===== src/design/apalarm_pkg.sv =====
`timescale 1ns / 1ps
`default_nettype none

package apalarm_pkg;

    localparam int TimeW   = 32;
    localparam int KindW   = 2;
    localparam int CntW    = 5;            // divider step counter, one step per quotient bit
    localparam int CfgAddrW = 1;
    localparam int InDataW  = 104;         // 97 payload bits padded to whole bytes
    localparam int OutDataW = 40;          // 33 payload bits padded to whole bytes

    localparam logic [KindW-1:0] KIND_CHECK = 2'd0;
    localparam logic [KindW-1:0] KIND_REARM = 2'd1;
    localparam logic [KindW-1:0] KIND_LOAD  = 2'd2;

    localparam logic [CfgAddrW-1:0] REG_PERIOD = 1'd0;
    localparam logic [CfgAddrW-1:0] REG_SPREAD = 1'd1;

    localparam logic [CntW-1:0] DIV_LAST = CntW'(TimeW - 1);

    // controller -> datapath
    typedef struct packed {
        logic load_item;    // latch input word, evaluate due / rearm need
        logic t_clear;      // zero period: rearm clears due time
        logic div_start_a;  // now % period
        logic div_start_b;  // random % clamped spread
        logic div_step;     // one restoring step
        logic t_align;      // t = now + period - rem, compute clamped spread
        logic t_jitter;     // t += rem
        logic commit;       // update due time, present result
    } cmd_t;

    // datapath -> controller
    typedef struct packed {
        logic need_rearm;
        logic period_zero;
        logic plus_zero;
        logic div_last;
        logic out_free;
    } status_t;

endpackage

`default_nettype wire


===== src/design/aligned_periodic_alarm_with_jitter_top.sv =====
`timescale 1ns / 1ps
`default_nettype none

// Periodic alarm with random jitter. One word in gives one word out. A check
// word reports due when a due time is set and now has reached it, and may
// rearm; a rearm word aligns the due time to the next period multiple strictly
// after now, then adds random % min(spread, period/2); a load word sets the due
// time (zero load means rearm). Zero period makes a rearm clear the due time.
// Sums wrap at 2^32. A word that needs no rearm goes straight to the commit; a
// rearm runs a remainder pass for the alignment, and one more for the jitter
// when the clamped spread is not zero. Both passes use one shared restoring
// divider (one bit per cycle); a result still waiting in the output register
// holds back the commit of the next one.
// One word is in flight at a time; s_tready returns as soon as the result is
// in the output register, which holds it until taken. Register writes only
// change the register; issue a rearm after changing one.

module aligned_periodic_alarm_with_jitter_top
    import apalarm_pkg::*;
(
    input  wire logic                 aclk,
    input  wire logic                 aresetn,
    // input stream
    input  wire logic                 s_tvalid,
    output logic                      s_tready,
    // [31:0] now_secs, [63:32] random_word, [64] rearm_when_due,
    // [96:65] load_value, [103:97] zero
    input  wire logic [InDataW-1:0]   s_tdata,
    // [1:0] kind
    input  wire logic [KindW-1:0]     s_tuser,
    // result stream
    output logic                      m_tvalid,
    input  wire logic                 m_tready,
    // [0] due, [32:1] due_time, [39:33] zero
    output logic [OutDataW-1:0]       m_tdata,
    // configuration: 0 period_secs, 1 spread_secs
    input  wire logic                 cfg_we,
    input  wire logic [CfgAddrW-1:0]  cfg_addr,
    input  wire logic [TimeW-1:0]     cfg_wdata
);

    cmd_t             cmd;
    status_t          st;
    logic             out_due;
    logic [TimeW-1:0] out_due_time;

    apalarm_ctrl u_ctrl (
        .aclk     (aclk),
        .aresetn  (aresetn),
        .in_valid (s_tvalid),
        .in_ready (s_tready),
        .st       (st),
        .cmd      (cmd)
    );

    apalarm_dp u_dp (
        .aclk         (aclk),
        .aresetn      (aresetn),
        .cmd          (cmd),
        .st           (st),
        .cfg_we       (cfg_we),
        .cfg_addr     (cfg_addr),
        .cfg_wdata    (cfg_wdata),
        .in_kind      (s_tuser),
        .in_now       (s_tdata[31:0]),
        .in_rnd       (s_tdata[63:32]),
        .in_rflag     (s_tdata[64]),
        .in_load      (s_tdata[96:65]),
        .out_valid    (m_tvalid),
        .out_ready    (m_tready),
        .out_due      (out_due),
        .out_due_time (out_due_time)
    );

    assign m_tdata = {{(OutDataW - TimeW - 1){1'b0}}, out_due_time, out_due};

    // one word at a time: no accept right after an accept
    a_one_in_flight: assert property (@(posedge aclk) disable iff (!aresetn)
        (s_tvalid && s_tready) |=> !s_tready)
        else $error("input accepted while previous word still in work");

    // a new result only appears from a controller commit
    a_result_from_commit: assert property (@(posedge aclk) disable iff (!aresetn)
        $rose(m_tvalid) |-> $past(cmd.commit))
        else $error("result valid without commit");

    // divider start is followed by stepping
    a_div_runs: assert property (@(posedge aclk) disable iff (!aresetn)
        (cmd.div_start_a || cmd.div_start_b) |=> cmd.div_step)
        else $error("divider started but not stepping");

endmodule

`default_nettype wire


===== src/design/apalarm_dp.sv =====
`timescale 1ns / 1ps
`default_nettype none

module apalarm_dp
    import apalarm_pkg::*;
(
    input  wire logic                 aclk,
    input  wire logic                 aresetn,
    input  wire cmd_t                 cmd,
    output status_t                   st,
    input  wire logic                 cfg_we,
    input  wire logic [CfgAddrW-1:0]  cfg_addr,
    input  wire logic [TimeW-1:0]     cfg_wdata,
    input  wire logic [KindW-1:0]     in_kind,
    input  wire logic [TimeW-1:0]     in_now,
    input  wire logic [TimeW-1:0]     in_rnd,
    input  wire logic                 in_rflag,
    input  wire logic [TimeW-1:0]     in_load,
    output logic                      out_valid,
    input  wire logic                 out_ready,
    output logic                      out_due,
    output logic [TimeW-1:0]          out_due_time
);

    logic [TimeW-1:0] period_reg, spread_reg;
    logic [TimeW-1:0] next_due_reg, next_due_next;
    logic [TimeW-1:0] now_reg, rnd_reg, load_reg;
    logic             due_reg, need_rearm_reg, load_direct_reg;
    logic [TimeW-1:0] t_reg, plus_reg;
    logic [TimeW-1:0] rem_reg, dvd_reg, dsr_reg;
    logic [CntW-1:0]  cnt_reg;
    logic             valid_reg, due_out_reg;
    logic [TimeW-1:0] due_time_out_reg;

    logic             due_now;
    logic [TimeW:0]   rem_shift;
    logic [TimeW:0]   rem_diff;
    logic [TimeW-1:0] half_period;

    assign due_now     = (in_kind == KIND_CHECK) && (next_due_reg != '0)
                         && (in_now >= next_due_reg);
    assign rem_shift   = {rem_reg, dvd_reg[TimeW-1]};
    assign rem_diff    = rem_shift - {1'b0, dsr_reg};
    assign half_period = period_reg >> 1;

    always_comb begin
        next_due_next = next_due_reg;
        if (load_direct_reg) begin
            next_due_next = load_reg;
        end else if (need_rearm_reg) begin
            next_due_next = t_reg;
        end
    end

    // configuration and architectural state
    always_ff @(posedge aclk) begin
        if (!aresetn) begin
            period_reg   <= '0;
            spread_reg   <= '0;
            next_due_reg <= '0;
            valid_reg    <= 1'b0;
        end else begin
            if (cfg_we) begin
                unique case (cfg_addr)
                    REG_PERIOD: period_reg <= cfg_wdata;
                    REG_SPREAD: spread_reg <= cfg_wdata;
                    default: ;
                endcase
            end
            if (cmd.commit) begin
                next_due_reg <= next_due_next;
                valid_reg    <= 1'b1;
            end else if (out_ready) begin
                valid_reg    <= 1'b0;
            end
        end
    end

    // working registers
    always_ff @(posedge aclk) begin
        if (cmd.load_item) begin
            now_reg         <= in_now;
            rnd_reg         <= in_rnd;
            load_reg        <= in_load;
            due_reg         <= due_now;
            load_direct_reg <= (in_kind == KIND_LOAD) && (in_load != '0);
            need_rearm_reg  <= (in_kind == KIND_REARM)
                               || ((in_kind == KIND_LOAD) && (in_load == '0))
                               || (due_now && in_rflag);
        end
        if (cmd.t_clear) begin
            t_reg <= '0;
        end else if (cmd.t_align) begin
            t_reg <= now_reg + (period_reg - rem_reg);
        end else if (cmd.t_jitter) begin
            t_reg <= t_reg + rem_reg;
        end
        if (cmd.t_align) begin
            plus_reg <= (spread_reg > half_period) ? half_period : spread_reg;
        end
        if (cmd.commit) begin
            due_out_reg      <= due_reg;
            due_time_out_reg <= next_due_next;
        end
    end

    // shared restoring divider, remainder only
    always_ff @(posedge aclk) begin
        if (cmd.div_start_a || cmd.div_start_b) begin
            rem_reg <= '0;
            cnt_reg <= '0;
            dvd_reg <= cmd.div_start_a ? now_reg : rnd_reg;
            dsr_reg <= cmd.div_start_a ? period_reg : plus_reg;
        end else if (cmd.div_step) begin
            rem_reg <= rem_diff[TimeW] ? rem_shift[TimeW-1:0] : rem_diff[TimeW-1:0];
            dvd_reg <= {dvd_reg[TimeW-2:0], 1'b0};
            cnt_reg <= cnt_reg + 1'b1;
        end
    end

    assign st.need_rearm  = need_rearm_reg;
    assign st.period_zero = (period_reg == '0);
    assign st.plus_zero   = (plus_reg == '0);
    assign st.div_last    = (cnt_reg == DIV_LAST);
    assign st.out_free    = !valid_reg || out_ready;

    assign out_valid    = valid_reg;
    assign out_due      = due_out_reg;
    assign out_due_time = due_time_out_reg;

endmodule

`default_nettype wire


===== src/design/apalarm_ctrl.sv =====
`timescale 1ns / 1ps
`default_nettype none

module apalarm_ctrl
    import apalarm_pkg::*;
(
    input  wire logic    aclk,
    input  wire logic    aresetn,
    input  wire logic    in_valid,
    output logic         in_ready,
    input  wire status_t st,
    output cmd_t         cmd
);

    localparam logic [2:0] S_IDLE   = 3'd0;
    localparam logic [2:0] S_DECIDE = 3'd1;
    localparam logic [2:0] S_DIV1   = 3'd2;
    localparam logic [2:0] S_ALIGN  = 3'd3;
    localparam logic [2:0] S_JCHK   = 3'd4;
    localparam logic [2:0] S_DIV2   = 3'd5;
    localparam logic [2:0] S_JADD   = 3'd6;
    localparam logic [2:0] S_FINISH = 3'd7;

    logic [2:0] state_reg, state_next;

    assign in_ready = (state_reg == S_IDLE);

    always_comb begin
        state_next = state_reg;
        cmd        = '0;
        unique case (state_reg)
            S_IDLE: begin
                if (in_valid) begin
                    cmd.load_item = 1'b1;
                    state_next    = S_DECIDE;
                end
            end
            S_DECIDE: begin
                priority if (!st.need_rearm) begin
                    state_next = S_FINISH;
                end else if (st.period_zero) begin
                    cmd.t_clear = 1'b1;
                    state_next  = S_FINISH;
                end else begin
                    cmd.div_start_a = 1'b1;
                    state_next      = S_DIV1;
                end
            end
            S_DIV1: begin
                cmd.div_step = 1'b1;
                if (st.div_last) begin
                    state_next = S_ALIGN;
                end
            end
            S_ALIGN: begin
                cmd.t_align = 1'b1;
                state_next  = S_JCHK;
            end
            S_JCHK: begin
                if (st.plus_zero) begin
                    state_next = S_FINISH;
                end else begin
                    cmd.div_start_b = 1'b1;
                    state_next      = S_DIV2;
                end
            end
            S_DIV2: begin
                cmd.div_step = 1'b1;
                if (st.div_last) begin
                    state_next = S_JADD;
                end
            end
            S_JADD: begin
                cmd.t_jitter = 1'b1;
                state_next   = S_FINISH;
            end
            S_FINISH: begin
                if (st.out_free) begin
                    cmd.commit = 1'b1;
                    state_next = S_IDLE;
                end
            end
            default: state_next = S_IDLE;
        endcase
    end

    always_ff @(posedge aclk) begin
        if (!aresetn) begin
            state_reg <= S_IDLE;
        end else begin
            state_reg <= state_next;
        end
    end

endmodule

`default_nettype wire


===== config.mk =====
export PLATFORM = sky130hd
export DESIGN_NAME = aligned_periodic_alarm_with_jitter_top
export DESIGN_NICKNAME = d
export VERILOG_FILES = /design/src/design/apalarm_pkg.sv /design/src/design/aligned_periodic_alarm_with_jitter_top.sv /design/src/design/apalarm_dp.sv /design/src/design/apalarm_ctrl.sv
export SDC_FILE = /design/constraint.sdc
export NUM_CORES = 1
export LEC_CHECK = 0
export BUFFER_PORTS_ARGS = -buffer_cell sky130_fd_sc_hd__buf_4
export CORE_AREA = 3 3 210 212
export DETAILED_ROUTE_END_ITERATION = 10
export DIE_AREA = 0 0 213 215
export HOLD_SLACK_MARGIN = 0.02
export PLACE_DENSITY = 0.72
export REMOVE_ABC_BUFFERS = 1
export SYNTH_ARGS = -nofsm -noshare
export SYNTH_HDL_FRONTEND = slang
export SYNTH_SLANG_ARGS = --single-unit

===== constraint.sdc =====
create_clock -name aclk -period 4.01 [get_ports aclk]
set_input_delay 0.401 -clock aclk [delete_from_list [all_inputs] [get_ports aclk]]
set_output_delay 0.401 -clock aclk [all_outputs]
set_load 0.005 [all_outputs]

==> Word level (Yosys, flattened, before mapping) <==
Cells that the tools add are included.
{ "totals": {"output_inout_bits": 42, "inputBits": 144, "register_bits": 397} }
{ "op_classes": {"addsub": 5, "n_reduce_logical": 24, "eq_ne": 14, "magnitude_cmp": 2, "muxes": 33, "bitwise_logic": 1} }
{ "ops": {"columns": ["operator", "n"], "rows": [
  ["$mux W32", 9],
  ["$logic_not A32 Y1", 3],
  ["$add A32 B32 Y32", 2],
  ["$reduce_bool A32 Y1", 2],
  ["$sub A33 B32 Y33", 1],
  ["$ge A32 B32 Y1", 1],
  ["$gt A32 B31 Y1", 1],
  ["$sub A32 B32 Y32", 1],
  ["$mux W31", 1],
  ["$pmux W3 S8", 1],
  ["$mux W3", 6],
  ["$mux W1", 13],
  ["$eq A3 B3 Y1 const B", 4],
  ["$ne A2 B2 Y1 const B", 4],
  ["$eq A3 B2 Y1 const B", 2],
  ["$mux W2", 3],
  ["$reduce_bool A2 Y1", 3],
  ["$add A5 B1 Y5 const B", 1],
  ["$eq A5 B5 Y1 const B", 1],
  ["$logic_and A1 B1 Y1", 5],
  ["$logic_or A1 B1 Y1", 4],
  ["$reduce_and A2 Y1", 2],
  ["$reduce_and A4 Y1", 1],
  ["$eq A3 B1 Y1 const B", 1],
  ["other kinds (7)", 7]
]} }

==> Longest topological paths before layout <==
{ "logic_depth": {"word_depth": 6, "mapped_depth": 14, "mapped_depth_nobuf": 14} }

==> By module <==
A second synthesis with hierarchy kept.
{ "unflattened": {"cells_unflattened": 2337, "hier_area_um2": 23323.6} }
{ "by_module_without_submodules": {"columns": ["module", "area_per_inst_um2", "cells_per_inst", "seq_area_each_um2", "n_inst"], "rows": [
  ["apalarm_dp", 23009.6, 2292, 10169.8, 1],
  ["apalarm_ctrl", 250.2, 36, 60.1, 1],
  ["aligned_periodic_alarm_with_jitter_top", 63.8, 9, 0.0, 1]
]} }

==> Least setup slack after synthesis <==
OpenSTA, ideal clock, no wires.
{ "synth_path": {"path_kind": "register -> register", "start": "reg u_ctrl.state_reg[2]", "end": "reg u_dp.due_reg, enable pin", "arrival_time_ns": 3.216, "n_path_buf": 1, "stages_incl_launch_ff": 4, "setup_time_ns": 0.469, "synth_period_minus_slack_ns": 3.684, "path_slack_ns": 0.326, "cell_sequence": "dfxtp_1 -> clkbuf_1 -> nor3_1 -> and2_1"} }
{ "synth_lines": {"columns": ["item", "line", "text"], "rows": [
  ["from (decl)", "apalarm_ctrl.sv:24", "logic [2:0] state_reg, state_next;"],
  ["from (signal assigned)", "apalarm_ctrl.sv:91", "state_reg <= state_next;"],
  ["to (signal assigned)", "apalarm_dp.sv:85", "due_reg <= due_now;"],
  ["to (decl)", "apalarm_dp.sv:28", "logic due_reg, need_rearm_reg, load_direct_reg;"]
]} }

==> Worst setup path after layout <==
{ "layout_path": {"start": "reg u_dp.dvd_reg[31]", "end": "reg u_dp.rem_reg[0]"} }
{ "layout_between": {"elab_chain_cells": 2} }
{ "layout_lines": {"columns": ["item", "line", "text"], "rows": [
  ["from (decl)", "apalarm_dp.sv:30", "logic [TimeW-1:0] rem_reg, dvd_reg, dsr_reg;"],
  ["from (signal assigned)", "apalarm_dp.sv:112", "dvd_reg <= cmd.div_start_a ? now_reg : rnd_reg;"],
  ["from (signal assigned)", "apalarm_dp.sv:116", "dvd_reg <= {dvd_reg[TimeW-2:0], 1'b0};"],
  ["$sub A33 B32 Y33", "apalarm_dp.sv:43", "assign rem_diff = rem_shift - {1'b0, dsr_reg};"],
  ["$mux W32 *", "apalarm_dp.sv:115", "rem_reg <= rem_diff[TimeW] ? rem_shift[TimeW-1:0] : rem_diff[TimeW-1:0];"],
  ["to (signal assigned)", "apalarm_dp.sv:115", null],
  ["to (decl)", "apalarm_dp.sv:30", null]
]} }
Every way passes the cells marked *; elsewhere a longest branch is shown, timed or not.
A chain may end at the register's enable or synchronous reset.

==> out/results.ini <==
[route]
drtPass1Iterations = 5
drt_wl_total_um = 64480
drc = 0
drt_iter0_drc = 1569
detail-route-antenna-nets = 0
via_per_inst = 5.841
wl_per_cell_um = 19.77
vias = 19053

[logic_synthesis]
syn_area_sq_um = 23240
synth_fa_ha_area_frac = 0.1146
synth_top_area_cell = edfxtp_1
synth_top_area_share = 0.2947
synth_edf_count = 228
seq_area_frac_synth = 0.4403
avgSynthCellArea_sq_um = 9.515
synthFlopType = edfxtp_1
synth_top_family_by_area = compound AO/OA/AOI/OAI gates
synth-seq-cells = 397
synthArstFlopShare = 0
synthMuxAreaShare = 0.06381
synth-compound-area-share = 0.1608
synth_area_leaders = edfxtp_1 29%, dfxtp_1 15%, ha_1 8.6%
yosysUniqueCellTypes = 78
syn_inst = 2442
synth_xor_area_frac = 0.03129
synth-simple-area-share = 0.1303
synth_warnings = 0

[clock_tree]
cts_tree = yes
htreeDepth = 2
cts-buffers-inserted = 43
cts.sinks = 397
clk_pin_slew_worst_paths_ns = 0.06
cts_root_buffer = clkbuf_16
clockBufferDepth = 3
cts_setup_buffers = 0
clock_latency_ns = 0.58

[global_route]
grt_pass1_wl_um = 100700
grt_max_degree = 66
grt_antenna_before_repair = 2
grt_usage = 0.2776
grt_pass1_vias = 18575
grt-ovfl-total = 0

[power]
vdd_drop_max_mv = 0.6174
p_sw_frac = 0.4114
p_seq_frac = 0.320
clockPowerShare = 0.199
p_per_area_nw_per_um2 = 729.8
leakage_uw = 0.01143
p_int_uw = 11780
p_sw_uw = 8232
share_comb_of_total_power = 0.480
power_uw = 20010

[final_layout]
final_cell_area_sq_um = 27420
final_common_cell = nand2_1
final_util = 0.6508
drive_gt1_frac = 0.1198
fin_cells = 3262
nets = 3024
area_delta_synth_final_pct = 18.00
layout_common_cells = 401 x nand2_1, 228 x inv_1, 228 x edfxtp_1

[floorplanning]
die_area_sq_um = 45800
die_w_um = 213
core_sq_um = 42130
io-pin-count = 186
fp.dieH_um = 215
num_rows = 75
start_util = 0.5515

[timing]
rsz0062_at_grt = false
slew_viol_final = 0
hold_viol = 0
slew-limit-headroom = 0.1545
min_period_over_period = 0.9209
fin_crit_ns = 3.693
finalSetupTns_ns = 0
max_freq_ghz = 0.2708
worstMarginPinSlew_ns = 1.262
finalSetupViolations = 0
finalClockSkew_ns = 0.02399

[critical_path]
endpoint_kind = flop
worstPathCellList = inv_1, ha_1, inv_1, fa_1, a21oi_1, o21bai_1, a21oi_1, o21ai_1, a21oi_2, mux2_1, nor3_1, a21oi_1, a22o_1
worstPathRequired_ns = 4.46
critPathMaxFanout = 3
max_stage_delay_ns = 0.54
crit_buf_inv = 2
path_class = reg2reg
start_kind = flop
critical-path-top-delay-family = compound AO/OA/AOI/OAI gates
crit_slowest_cell = edfxtp_1
worstPathArrival_ns = 4.15
cp_common_cell = a21oi_1

[status]
status = complete, no violations

[placement]
port_buffers = 171
hpwl_um = 48190
place_area_sq_um = 25050
placed_cells_incl_taps = 3085
gp_congestion = 0.9340

[run]
maxCapViolCount = 0

[min_path]
hp-class = in2reg

[synthesized netlist by cell type, drive strengths merged, types with 9 or more instances]
cell type / count
clkbuf: 86
dfxtp: 169
o211ai: 9
nor3: 21
nand2: 402
inv: 233
a211oi: 29
o22ai: 10
and3: 10
a31oi: 21
xor2: 37
nand4: 37
a21oi: 219
o21ai: 150
nor2: 93
nor4: 38
ha: 160
mux2: 66
nor2b: 10
nand3: 28
buf: 24
fa: 33
a22oi: 30
nand2b: 19
a221oi: 9
a21o: 56
o21a: 9
mux2i: 63
xnor2: 46
o21bai: 9
edfxtp: 228
[path summary, 6_finish.rpt]
kind	start	endpoint	slack, ns	depth (start not counted)
hold / removal	cfg_wdata[8]	u_dp.spread_reg[8]$_SDFFE_PN0P_	0.09	3
setup / recovery	u_dp.dvd_reg[31]$_DFFE_PP_	u_dp.rem_reg[0]$_SDFFE_PN0P_	0.32	13
setup reg to reg	u_dp.dvd_reg[31]$_DFFE_PP_	u_dp.rem_reg[0]$_SDFFE_PN0P_	0.32	13
hold reg to reg	u_dp.due_reg$_DFFE_PP_	u_dp.out_due$_DFFE_PP_	0.42	0
[worst register-to-register path: stages (launching register included)]
cell,delay [ns]
edfxtp_1,0.54
inv_1,0.12
ha_1,0.16
inv_1,0.06
fa_1,0.41
a21oi_1,0.23
o21bai_1,0.13
a21oi_1,0.26
o21ai_1,0.22
a21oi_2,0.32
mux2_1,0.42
nor3_1,0.44
a21oi_1,0.08
a22o_1,0.20
[kinds of logic (layout without fill, tap and decap cells)]
kind of cell | count (synthesis) | in the layout
and+or+nand+nor | 686 | 686
buffers and inverters | 343 | 616
adders and majority gates | 193 | 193
other | 1 | 9
muxes | 129 | 129
AOI/OAI and AO/OA | 610 | 610
xor gates and xnor gates | 83 | 83
DFF | 397 | 397
[per-layer routing]
layer / share of wire / GRT usage
met1: 0.43 / 0.3717
met2: 0.49 / 0.4679
met3: 0.053 / 0.03544
met4: 0.035 / 0.08916
met5: 0 / 0
[timing repair]
action | 4_1_cts | 5_1_grt
endpoints found under the hold margin | 95 | 1
resized for setup | 0 | 2
hold buffers | 95 | 1
endpoints found under the setup margin | 0 | 2
[power by group through the flow]
stage | Sequential [uW] | Clock [uW] | Combinational (uW)
after floorplan | 6190 | 0 | 7030
after global placement | 6480 | 0 | 9170
after detailed placement | 6490 | 0 | 9340
after CTS | 6420 | 4040 | 9480
after global routing | 6500 | 4210 | 10700
final | 6410 | 3990 | 9610
[stage by stage]
step / setup WS [ns] / hold WS [ns]
2_1_floorplan: -3.263 / 0.4003
3_3_place_gp: 0.3429 / 0.4176
3_5_place_dp: 0.2416 / 0.4092
4_1_cts: 0.2498 / 0.02018
5_1_grt: 0.08454 / 0.07182
6_report: 0.3172 / 0.08863
[area by class of cell]
cell class	instances	area (sq um)
multi-input combinational	1709	11700
fill	3389	14720
inverter	233	874.6
clock inverter	24	231.5
tap	539	674.4
sequential	397	10230
antenna	1	2.502
timing repair buffer	303	2540
clock buffer	56	1166
Note: power is estimated with default switching activity, not from simulation.
